## config.mk

```make
export PLATFORM = sky130hd
export DESIGN_NAME = bencode_stream_decoder
export DESIGN_NICKNAME = d
export VERILOG_FILES = /design/src/bdec_pkg.sv /design/src/bencode_stream_decoder.sv
export SDC_FILE = /design/constraint.sdc
export NUM_CORES = 2
export LEC_CHECK = 0
export ABC_CLOCK_PERIOD_IN_PS = 10900
export BUFFER_PORTS_ARGS = -buffer_cell sky130_fd_sc_hd__buf_4
export CAP_MARGIN = 10
export CORE_MARGIN = 2
export CORE_UTILIZATION = 35
export CTS_CLUSTER_DIAMETER = 60
export CTS_CLUSTER_SIZE = 30
export DETAILED_ROUTE_END_ITERATION = 16
export GPL_ROUTABILITY_DRIVEN = 0
export PLACE_DENSITY = 0.61
export SLEW_MARGIN = 10
export SYNTH_ARGS = -nofsm -noshare
export SYNTH_HDL_FRONTEND = slang
export SYNTH_SLANG_ARGS = --single-unit
export TNS_END_PERCENT = 20
```

## constraint.sdc

```tcl
create_clock -name clk -period 10.9 [get_ports clk]
set_input_delay 1.09 -clock clk [delete_from_list [all_inputs] [get_ports clk]]
set_output_delay 1.09 -clock clk [all_outputs]
set_load 0.01 [all_outputs]
```

## src/bdec_pkg.sv

```systemverilog
`default_nettype none
package bdec_pkg;

	// parser modes
	localparam logic [2:0] MODE_IDLE       = 3'd0;
	localparam logic [2:0] MODE_INT_START  = 3'd1;
	localparam logic [2:0] MODE_INT_DIGITS = 3'd2;
	localparam logic [2:0] MODE_STR_LEN    = 3'd3;
	localparam logic [2:0] MODE_STR_BODY   = 3'd4;
	localparam logic [2:0] MODE_VALUE      = 3'd5;
	localparam logic [2:0] MODE_DONE       = 3'd6;

	// event kinds
	localparam logic [2:0] EV_INT   = 3'd0;
	localparam logic [2:0] EV_HDR   = 3'd1;
	localparam logic [2:0] EV_BYTE  = 3'd2;
	localparam logic [2:0] EV_LOPEN = 3'd3;
	localparam logic [2:0] EV_DOPEN = 3'd4;
	localparam logic [2:0] EV_CLOSE = 3'd5;
	localparam logic [2:0] EV_ERR   = 3'd6;

	// error codes
	localparam logic [2:0] ERR_EARLY_END = 3'd0;
	localparam logic [2:0] ERR_BAD_TYPE  = 3'd1;
	localparam logic [2:0] ERR_NON_DIGIT = 3'd2;
	localparam logic [2:0] ERR_OVERFLOW  = 3'd3;
	localparam logic [2:0] ERR_TOO_DEEP  = 3'd4;

	// syntax characters
	localparam logic [7:0] CH_INT   = 8'h69;
	localparam logic [7:0] CH_LIST  = 8'h6C;
	localparam logic [7:0] CH_DICT  = 8'h64;
	localparam logic [7:0] CH_END   = 8'h65;
	localparam logic [7:0] CH_COLON = 8'h3A;
	localparam logic [7:0] CH_MINUS = 8'h2D;
	localparam logic [7:0] CH_ZERO  = 8'h30;
	localparam logic [7:0] CH_NINE  = 8'h39;

	// stack entry bits
	localparam logic [1:0] ENT_LIST     = 2'b00;
	localparam logic [1:0] ENT_DICT_KEY = 2'b11;
	localparam logic [1:0] ENT_KEY_BIT  = 2'b10;

	// magnitude limits of a 64-bit integer
	localparam logic [63:0] INT_LIM_POS = 64'h7FFF_FFFF_FFFF_FFFF;
	localparam logic [63:0] INT_LIM_NEG = 64'h8000_0000_0000_0000;

	typedef struct packed {
		logic [2:0]  kind;
		logic [63:0] ival;
		logic [31:0] len;
		logic [7:0]  data;
		logic        key;
		logic        send;
		logic [2:0]  err;
		logic [5:0]  level;
		logic        last;
	} res_t;

	function automatic res_t mk_err(input logic [2:0] code, input logic [5:0] level);
		res_t r;
		r = '0;
		r.kind = EV_ERR;
		r.err = code;
		r.level = level;
		return r;
	endfunction

endpackage
`default_nettype wire

```

## src/bencode_stream_decoder.sv

```systemverilog
// channel   | signals                                   | direction
// input     | in_valid, in_stall, in_byte, end_of_data  | byte request in
// output    | out_valid, out_stall, event_kind .. run_last | zero to two events per request out
//
// one byte per clock while in_stall is low; a byte that yields an event plus an early-end error
// gives two results, the extra result is absorbed by the result queue
// an accepted byte is held in the input register until the parser takes it; its events are
// then offered from a four-entry result queue
// arst_n clears the parser state and the queue; the container stack memory is not cleared
// input stalls while a byte is held and the result queue holds more than two entries
`default_nettype none
module bencode_stream_decoder #(
	parameter int MAX_DEPTH   = 32,
	parameter int LENGTH_BITS = 32
) (
	input  wire logic               clk,
	input  wire logic               arst_n,
	input  wire logic               in_valid,
	output logic                    in_stall,
	input  wire logic [7:0]         in_byte,
	input  wire logic               end_of_data,
	output logic                    out_valid,
	input  wire logic               out_stall,
	output logic [2:0]              event_kind,
	output logic signed [63:0]      int_value,
	output logic [31:0]             string_length,
	output logic [7:0]              out_byte,
	output logic                    is_key,
	output logic                    string_end,
	output logic [2:0]              error_code,
	output logic [5:0]              nest_level,
	output logic                    run_last
);

	localparam int DW = $clog2(MAX_DEPTH + 1);
	localparam int AW = (MAX_DEPTH > 1) ? $clog2(MAX_DEPTH) : 1;

	// input register
	logic       valid_s1;
	logic [7:0] byte_s1;
	logic       eod_s1;

	// parser state
	logic [2:0]             mode_q;
	logic [63:0]            acc_q;
	logic                   neg_q;
	logic [LENGTH_BITS-1:0] rem_q;
	logic [DW-1:0]          depth_q;
	logic                   digit_q;
	logic [1:0]             top_q;
	logic [1:0]             below_q;
	logic [1:0]             stack_mem [0:MAX_DEPTH-1];

	// result queue
	bdec_pkg::res_t fifo_q [0:3];
	logic [1:0]     rd_ptr_q;
	logic [1:0]     wr_ptr_q;
	logic [2:0]     cnt_q;

	logic adv;
	logic room;
	logic pop;

	// next state
	logic [2:0]             mode_n;
	logic [63:0]            acc_n;
	logic                   neg_n;
	logic [LENGTH_BITS-1:0] rem_n;
	logic [DW-1:0]          depth_n;
	logic                   digit_n;
	logic [1:0]             top_n;
	logic                   push;
	logic [AW-1:0]          wr_addr;
	logic [AW-1:0]          rd_addr;
	logic [DW-1:0]          rd_depth;

	bdec_pkg::res_t r0;
	bdec_pkg::res_t r1;
	logic [1:0]     n_res;

	// decode helpers
	logic                   top_dict;
	logic                   wants_key;
	logic                   is_dig;
	logic [3:0]             dig;
	logic [67:0]            prod;
	logic                   ok_int;
	logic                   ok_len;
	logic [2:0]             fin_mode;
	logic [1:0]             fin_top;
	logic [DW-1:0]          cls_depth;
	logic [2:0]             cls_mode;
	logic [1:0]             cls_top;
	logic [LENGTH_BITS-1:0] rem_dec;

	assign room = (cnt_q <= 3'd2);
	assign adv = valid_s1 && room;
	assign in_stall = valid_s1 && !room;
	assign pop = out_valid && !out_stall;

	always_ff @(posedge clk or negedge arst_n) begin
		if (!arst_n) begin
			valid_s1 <= 1'b0;
		end else if (!in_stall) begin
			valid_s1 <= in_valid;
		end
	end

	always_ff @(posedge clk) begin
		if (in_valid && !in_stall) begin
			byte_s1 <= in_byte;
			eod_s1 <= end_of_data;
		end
	end

	always_comb begin
		top_dict = (depth_q != '0) && top_q[0];
		wants_key = top_dict && top_q[1];
		is_dig = (byte_s1 >= bdec_pkg::CH_ZERO) && (byte_s1 <= bdec_pkg::CH_NINE);
		dig = 4'(byte_s1 - bdec_pkg::CH_ZERO);
		// acc * 10 + digit, checked against the limit instead of dividing it
		prod = {1'b0, acc_q, 3'b000} + {3'b000, acc_q, 1'b0} + {64'd0, dig};
		ok_int = prod <= {4'd0, (neg_q ? bdec_pkg::INT_LIM_NEG : bdec_pkg::INT_LIM_POS)};
		ok_len = (prod >> LENGTH_BITS) == 68'd0;
		fin_mode = (depth_q == '0) ? bdec_pkg::MODE_DONE : bdec_pkg::MODE_VALUE;
		fin_top = top_q[0] ? (top_q ^ bdec_pkg::ENT_KEY_BIT) : top_q;
		cls_depth = depth_q - DW'(1);
		cls_mode = (cls_depth == '0) ? bdec_pkg::MODE_DONE : bdec_pkg::MODE_VALUE;
		cls_top = below_q[0] ? (below_q ^ bdec_pkg::ENT_KEY_BIT) : below_q;
		rem_dec = rem_q - LENGTH_BITS'(1);

		mode_n = mode_q;
		acc_n = acc_q;
		neg_n = neg_q;
		rem_n = rem_q;
		depth_n = depth_q;
		digit_n = digit_q;
		top_n = top_q;
		push = 1'b0;
		r0 = '0;
		r1 = '0;
		r0.level = 6'(depth_q);
		n_res = 2'd0;

		case (mode_q)
			bdec_pkg::MODE_IDLE, bdec_pkg::MODE_VALUE: begin
				if (mode_q == bdec_pkg::MODE_VALUE && depth_q != '0 &&
						byte_s1 == bdec_pkg::CH_END && (!top_dict || wants_key)) begin
					depth_n = cls_depth;
					top_n = cls_top;
					mode_n = cls_mode;
					r0.kind = bdec_pkg::EV_CLOSE;
					r0.level = 6'(cls_depth);
					n_res = 2'd1;
				end else if (is_dig) begin
					acc_n = {60'd0, dig};
					mode_n = bdec_pkg::MODE_STR_LEN;
				end else if (wants_key) begin
					r0 = bdec_pkg::mk_err(bdec_pkg::ERR_BAD_TYPE, 6'(depth_q));
					mode_n = bdec_pkg::MODE_DONE;
					n_res = 2'd1;
				end else if (byte_s1 == bdec_pkg::CH_INT) begin
					acc_n = '0;
					neg_n = 1'b0;
					digit_n = 1'b0;
					mode_n = bdec_pkg::MODE_INT_START;
				end else if (byte_s1 == bdec_pkg::CH_LIST || byte_s1 == bdec_pkg::CH_DICT) begin
					if (depth_q >= DW'(MAX_DEPTH)) begin
						r0 = bdec_pkg::mk_err(bdec_pkg::ERR_TOO_DEEP, 6'(depth_q));
						mode_n = bdec_pkg::MODE_DONE;
					end else begin
						// old top goes to memory, new entry lives in top_q
						push = (depth_q != '0);
						depth_n = depth_q + DW'(1);
						top_n = (byte_s1 == bdec_pkg::CH_DICT) ?
							bdec_pkg::ENT_DICT_KEY : bdec_pkg::ENT_LIST;
						r0.kind = (byte_s1 == bdec_pkg::CH_DICT) ?
							bdec_pkg::EV_DOPEN : bdec_pkg::EV_LOPEN;
						r0.level = 6'(depth_q + DW'(1));
						mode_n = bdec_pkg::MODE_VALUE;
					end
					n_res = 2'd1;
				end else begin
					r0 = bdec_pkg::mk_err(bdec_pkg::ERR_BAD_TYPE, 6'(depth_q));
					mode_n = bdec_pkg::MODE_DONE;
					n_res = 2'd1;
				end
			end
			bdec_pkg::MODE_INT_START, bdec_pkg::MODE_INT_DIGITS: begin
				if (mode_q == bdec_pkg::MODE_INT_START && byte_s1 == bdec_pkg::CH_MINUS) begin
					neg_n = 1'b1;
					mode_n = bdec_pkg::MODE_INT_DIGITS;
				end else if (is_dig) begin
					if (!ok_int) begin
						r0 = bdec_pkg::mk_err(bdec_pkg::ERR_OVERFLOW, 6'(depth_q));
						mode_n = bdec_pkg::MODE_DONE;
						n_res = 2'd1;
					end else begin
						acc_n = prod[63:0];
						digit_n = 1'b1;
						mode_n = bdec_pkg::MODE_INT_DIGITS;
					end
				end else if (byte_s1 == bdec_pkg::CH_END && digit_q) begin
					r0.kind = bdec_pkg::EV_INT;
					r0.ival = neg_q ? (64'd0 - acc_q) : acc_q;
					mode_n = fin_mode;
					top_n = fin_top;
					n_res = 2'd1;
				end else begin
					r0 = bdec_pkg::mk_err(bdec_pkg::ERR_NON_DIGIT, 6'(depth_q));
					mode_n = bdec_pkg::MODE_DONE;
					n_res = 2'd1;
				end
			end
			bdec_pkg::MODE_STR_LEN: begin
				if (is_dig) begin
					if (!ok_len) begin
						r0 = bdec_pkg::mk_err(bdec_pkg::ERR_OVERFLOW, 6'(depth_q));
						mode_n = bdec_pkg::MODE_DONE;
						n_res = 2'd1;
					end else begin
						acc_n = prod[63:0];
					end
				end else if (byte_s1 == bdec_pkg::CH_COLON) begin
					rem_n = acc_q[LENGTH_BITS-1:0];
					r0.kind = bdec_pkg::EV_HDR;
					r0.len = acc_q[31:0];
					r0.key = wants_key;
					r0.send = (acc_q == 64'd0);
					if (acc_q == 64'd0) begin
						mode_n = fin_mode;
						top_n = fin_top;
					end else begin
						mode_n = bdec_pkg::MODE_STR_BODY;
					end
					n_res = 2'd1;
				end else begin
					r0 = bdec_pkg::mk_err(bdec_pkg::ERR_NON_DIGIT, 6'(depth_q));
					mode_n = bdec_pkg::MODE_DONE;
					n_res = 2'd1;
				end
			end
			bdec_pkg::MODE_STR_BODY: begin
				rem_n = rem_dec;
				r0.kind = bdec_pkg::EV_BYTE;
				r0.data = byte_s1;
				r0.key = wants_key;
				r0.send = (rem_dec == '0);
				if (rem_dec == '0) begin
					mode_n = fin_mode;
					top_n = fin_top;
				end
				n_res = 2'd1;
			end
			default: begin
			end
		endcase

		if (eod_s1) begin
			if (mode_n != bdec_pkg::MODE_DONE) begin
				if (n_res == 2'd0) begin
					r0 = bdec_pkg::mk_err(bdec_pkg::ERR_EARLY_END, 6'(depth_n));
					n_res = 2'd1;
				end else begin
					r1 = bdec_pkg::mk_err(bdec_pkg::ERR_EARLY_END, 6'(depth_n));
					n_res = 2'd2;
				end
			end
			mode_n = bdec_pkg::MODE_IDLE;
			acc_n = '0;
			neg_n = 1'b0;
			rem_n = '0;
			depth_n = '0;
			digit_n = 1'b0;
		end

		r0.last = (n_res == 2'd1);
		r1.last = 1'b1;
	end

	always_ff @(posedge clk or negedge arst_n) begin
		if (!arst_n) begin
			mode_q <= bdec_pkg::MODE_IDLE;
			acc_q <= '0;
			neg_q <= 1'b0;
			rem_q <= '0;
			depth_q <= '0;
			digit_q <= 1'b0;
			top_q <= '0;
		end else if (adv) begin
			mode_q <= mode_n;
			acc_q <= acc_n;
			neg_q <= neg_n;
			rem_q <= rem_n;
			depth_q <= depth_n;
			digit_q <= digit_n;
			top_q <= top_n;
		end
	end

	// stack below the top entry; below_q always holds entry depth-2
	assign wr_addr = AW'(depth_q - DW'(1));
	assign rd_depth = adv ? depth_n : depth_q;
	assign rd_addr = AW'(rd_depth - DW'(2));

	always_ff @(posedge clk) begin
		if (adv && push) begin
			stack_mem[wr_addr] <= top_q;
		end
		if (adv && push && wr_addr == rd_addr) begin
			below_q <= top_q;
		end else begin
			below_q <= stack_mem[rd_addr];
		end
	end

	// result queue
	always_ff @(posedge clk or negedge arst_n) begin
		if (!arst_n) begin
			rd_ptr_q <= '0;
			wr_ptr_q <= '0;
			cnt_q <= '0;
		end else begin
			if (pop) begin
				rd_ptr_q <= rd_ptr_q + 2'd1;
			end
			if (adv) begin
				wr_ptr_q <= wr_ptr_q + n_res;
			end
			cnt_q <= cnt_q + (adv ? {1'b0, n_res} : 3'd0) - {2'd0, pop};
		end
	end

	always_ff @(posedge clk) begin
		if (adv && n_res != 2'd0) begin
			fifo_q[wr_ptr_q] <= r0;
		end
		if (adv && n_res == 2'd2) begin
			fifo_q[wr_ptr_q + 2'd1] <= r1;
		end
	end

	assign out_valid = (cnt_q != 3'd0);
	assign event_kind = fifo_q[rd_ptr_q].kind;
	assign int_value = $signed(fifo_q[rd_ptr_q].ival);
	assign string_length = fifo_q[rd_ptr_q].len;
	assign out_byte = fifo_q[rd_ptr_q].data;
	assign is_key = fifo_q[rd_ptr_q].key;
	assign string_end = fifo_q[rd_ptr_q].send;
	assign error_code = fifo_q[rd_ptr_q].err;
	assign nest_level = fifo_q[rd_ptr_q].level;
	assign run_last = fifo_q[rd_ptr_q].last;

	a_depth_bound: assert property (@(posedge clk) disable iff (!arst_n)
		depth_q <= DW'(MAX_DEPTH))
		else $error("nesting depth beyond limit");

	a_queue_bound: assert property (@(posedge clk) disable iff (!arst_n)
		cnt_q <= 3'd4)
		else $error("result queue overrun");

	a_eod_reset: assert property (@(posedge clk) disable iff (!arst_n)
		(adv && eod_s1) |=> (mode_q == bdec_pkg::MODE_IDLE && depth_q == '0))
		else $error("parser not back to idle after end of data");

	a_last_on_pair: assert property (@(posedge clk) disable iff (!arst_n)
		(adv && n_res == 2'd2) |-> (r1.kind == bdec_pkg::EV_ERR && !r0.last))
		else $error("second result of a byte is not the closing error");

endmodule
`default_nettype wire

```

==> impl_metrics.py <==
metrics = {
    "floorplanning": {
        "core.rowCount": 120,
        "die_height_um": 332,
        "io_pins": 134,
        "die_w_um": 332,
        "core_area_sq_um": 107000,
        "dieArea_sq_um": 110000,
        "initial_utilization_pct": 35.2,
    },
    "hold_path": {
        "min_from": "fifo_q[2][96]$_SDFFE_PP0N_",
        "hold_path.class": "register to register",
    },
    "setup_path": {
        "slowest_delay_ns": 0.76,
        "crit_slowest_cell": "nor2_1",
        "critPathLaunchType": "register",
        "end_kind": "register",
        "worstReg2RegStart": "byte_s1[3]$_DFFE_PP_",
        "crit_path_start": "byte_s1[3]$_DFFE_PP_",
        "required_ns": 11.39,
        "cp.arrival_ns": 9.92,
        "path_max_fanout": 77,
        "critical_path_class": "register to register",
    },
    "synth": {
        "synth_top_area_share_pct": 23.9,
        "yosys.area.top_type": "dfxtp_1",
        "synthesis.nets": 4347,
        "async_flop_share_pct": 17.4,
        "synth-edff-count": 105,
        "ys.flop_type": "dfxtp_1",
        "yosys-top-cells-count": "610 x o21ai_0, 511 x nand3_1, 449 x dfxtp_1",
        "yosysSeqAreaShare_pct": 40.0,
        "ys_ff_latch": 671,
        "synth_area_leaders": "dfxtp_1 24%, edfxtp_1 8.4%, mux4_2 8.3%, o21ai_0 8.1%, dfrtp_1 7.8%",
        "avgSynthCellArea_sq_um": 9.12,
        "syn_area_sq_um": 37600,
        "yosys_warnings": 0,
        "synth_cell_types": 101,
        "synthCells": 4125,
        "synth.most_common_cell": "o21ai_0",
    },
    "grt": {
        "grt_pass1_wl_um": 183000,
        "gr-total-overflow": 0,
        "grt_max_degree": 163,
        "grt_pass1_vias": 30500,
        "antenna_found_initial": 3,
        "grt_usage_pct": 20.7,
    },
    "clock_tree": {
        "htree_levels": 2,
        "cts_hold_buffers": 0,
        "clk_pin_slew_ns": 0.08,
        "cts_tree": "built",
        "post_cts_buffers": 0,
        "clkLatencyLatePin_ns": 0.68,
        "cts_max_path_buffers": 3,
        "cts_resized": 0,
        "clockRootBuffer": "clkbuf_16",
        "numCtsBuffers": 53,
        "numClockSinks": 671,
    },
    "layout": {
        "diodes": 0,
        "nNetsFinal": 4264,
        "fin_area_sq_um": 41600,
        "drive_gt1_share_pct": 11.8,
        "area_delta_synth_final_pct": 10.6,
        "num-fill-cells": 10700,
    },
    "detailed_routing": {
        "via_per_inst": 5.86,
        "drtAntennaViolNets": 0,
        "drc_errors": 0,
        "dr.first_iter.drc_count": 2928,
        "wl_per_cell_um": 21.4,
        "firstDrtPassIters": 5,
        "vias": 32200,
        "drt_wl_total_um": 118000,
    },
    "power_and_ir_drop": {
        "p_per_area_nw_per_um2": 192,
        "ir_worst_vdd_v": 0.000127,
        "p_total_w": 0.00799,
        "p_leak_nw": 16.0,
    },
    "outcome": {
        "outcome": "finished clean",
    },
    "timing": {
        "setup_tns_ns": 0,
        "period_share_pct": 86.5,
        "max_clock_freq_mhz": 106,
        "hold_violations": 0,
        "drv_slew": 0,
        "tightestPinTransition_ns": 1.30,
        "fin_worst_skew_ns": 0.0457,
        "rsz0062_at_grt": "no",
        "setup_viol": 0,
        "slew_headroom_pct": 12.7,
        "worst_slack_ns": 1.47,
        "finalCriticalPeriod_ns": 9.43,
    },
    "flow_run": {
        "drv_cap": 0,
    },
    "place": {
        "port_buffers": 133,
        "place_area_sq_um": 39600,
        "dpl.hpwl_um": 80400,
        "place_ws_ns": 1.72,
    },
}
## worst max-delay path, delay by kind of cell (launching register included)
kind,cells,cell delay [ns]
AOI/OAI and AO/OA,13,3.75
xor gates and xnor gates,1,0.22
adders and majority gates,4,1.39
buffers and inverters,1,0.42
DFF,1,0.60
and+or+nand+nor,10,2.75
## cells in the final DEF, fill, tap and decap left out, types with 28 or more instances in the layout
cell	netlist	routed
inv_1	76	75
o31ai_1	29	28
buf_4	18	171
mux4_2	139	139
edfxtp_1	105	105
nand2_1	335	330
o21ai_0	610	609
nor4_1	34	34
nand4_1	61	61
and2_1	38	38
or3_1	30	30
clkbuf_16	0	54
xor2_1	36	36
xnor2_1	103	103
dfrtp_1	117	114
a21o_1	32	32
a311o_1	30	30
nor3_1	63	62
ha_1	206	206
nor2_1	218	216
dfxtp_1	449	449
nand3_1	511	510
a21oi_1	172	172
and3_1	47	47
## through the flow
step / cells / hold slack (ns) / utilization (%)
2_1_floorplan: 4125 / 0.436 / -
3_5_place_dp: 5390 / 0.452 / 37.0
6_report: 5490 / 0.464 / 38.9
5_1_grt: 5490 / 0.493 / 38.9
4_1_cts: 5490 / 0.464 / 38.9
3_3_place_gp: 5390 / 0.445 / 37.0
## layer usage
| metal | part of all wire [%] | up-vias | routed length (um) | global-route usage (%) |
|---|---|---|---|---|
| li1 | - | 15200 | - | - |
| met1 | 45 | 15700 | 53100 | 28.8 |
| met2 | 46 | 1063 | 54000 | 33.5 |
| met3 | 5.8 | 202 | 6870 | 2.35 |
| met4 | 3.2 | 4 | 3710 | 6.61 |
| met5 | 0.020 | - | 23 | 0 |
## kinds of logic after synthesis
| group | after synthesis | synth area share, % |
|---|---|---|
| and+or+nand+nor | 1441 | 18.8 |
| AOI/OAI and AO/OA | 1124 | 18.0 |
| DFF | 671 | 40.0 |
| buffers and inverters | 393 | 4.42 |
| adders and majority gates | 209 | 7.01 |
| muxes | 148 | 8.56 |
| xor gates and xnor gates | 139 | 3.24 |
## final timing paths
| kind | endpoint | slack (ns) | cells past startpoint |
|---|---|---|---|
| max | fifo_q[0][98]$_SDFFE_PP0P_ | 1.47 | 29 |
| min | fifo_q[2][96]$_SDFFE_PP0N_ | 0.46 | 2 |
| max reg2reg | fifo_q[0][98]$_SDFFE_PP0P_ | 1.47 | 29 |
| min reg2reg | fifo_q[2][96]$_SDFFE_PP0N_ | 0.46 | 2 |
| max in group asynchronous | acc_q[30]$_DFFE_PN0P_ | 8.92 | 2 |
| min in group asynchronous | depth_q[4]$_DFF_PN0_ | 0.48 | 1 |
## report_power, final
part           internal (W)  switching [W]  leakage (nW)
clock               0.00108        0.00114         0.974
combinational      0.000892        0.00191          8.88
sequential          0.00272       0.000242          6.17
## state kept, by name, indices dropped and copies added, names as in the netlist, 2 cells and up, named ones only
signal,cells
cnt_q,3
depth_q,6
top_q,2
mode_q,3
acc_q,64
rem_q,32
rd_ptr_q,2
byte_s1,8
wr_ptr_q,2
stack_mem,64
fifo_q,476
## cell type report
class / count / area (sq um) / area share [%]
Clock inverter: 43 / 656 / 1.58
Inverter: 76 / 285 / 0.686
Tap cell: 1403 / 1760 / 4.22
Sequential cell: 671 / 15100 / 36.2
Timing Repair Buffer: 179 / 1440 / 3.47
Multi-Input combinational cell: 3061 / 21000 / 50.5
Clock buffer: 57 / 1370 / 3.30
Power figures use the tool's default switching activity.
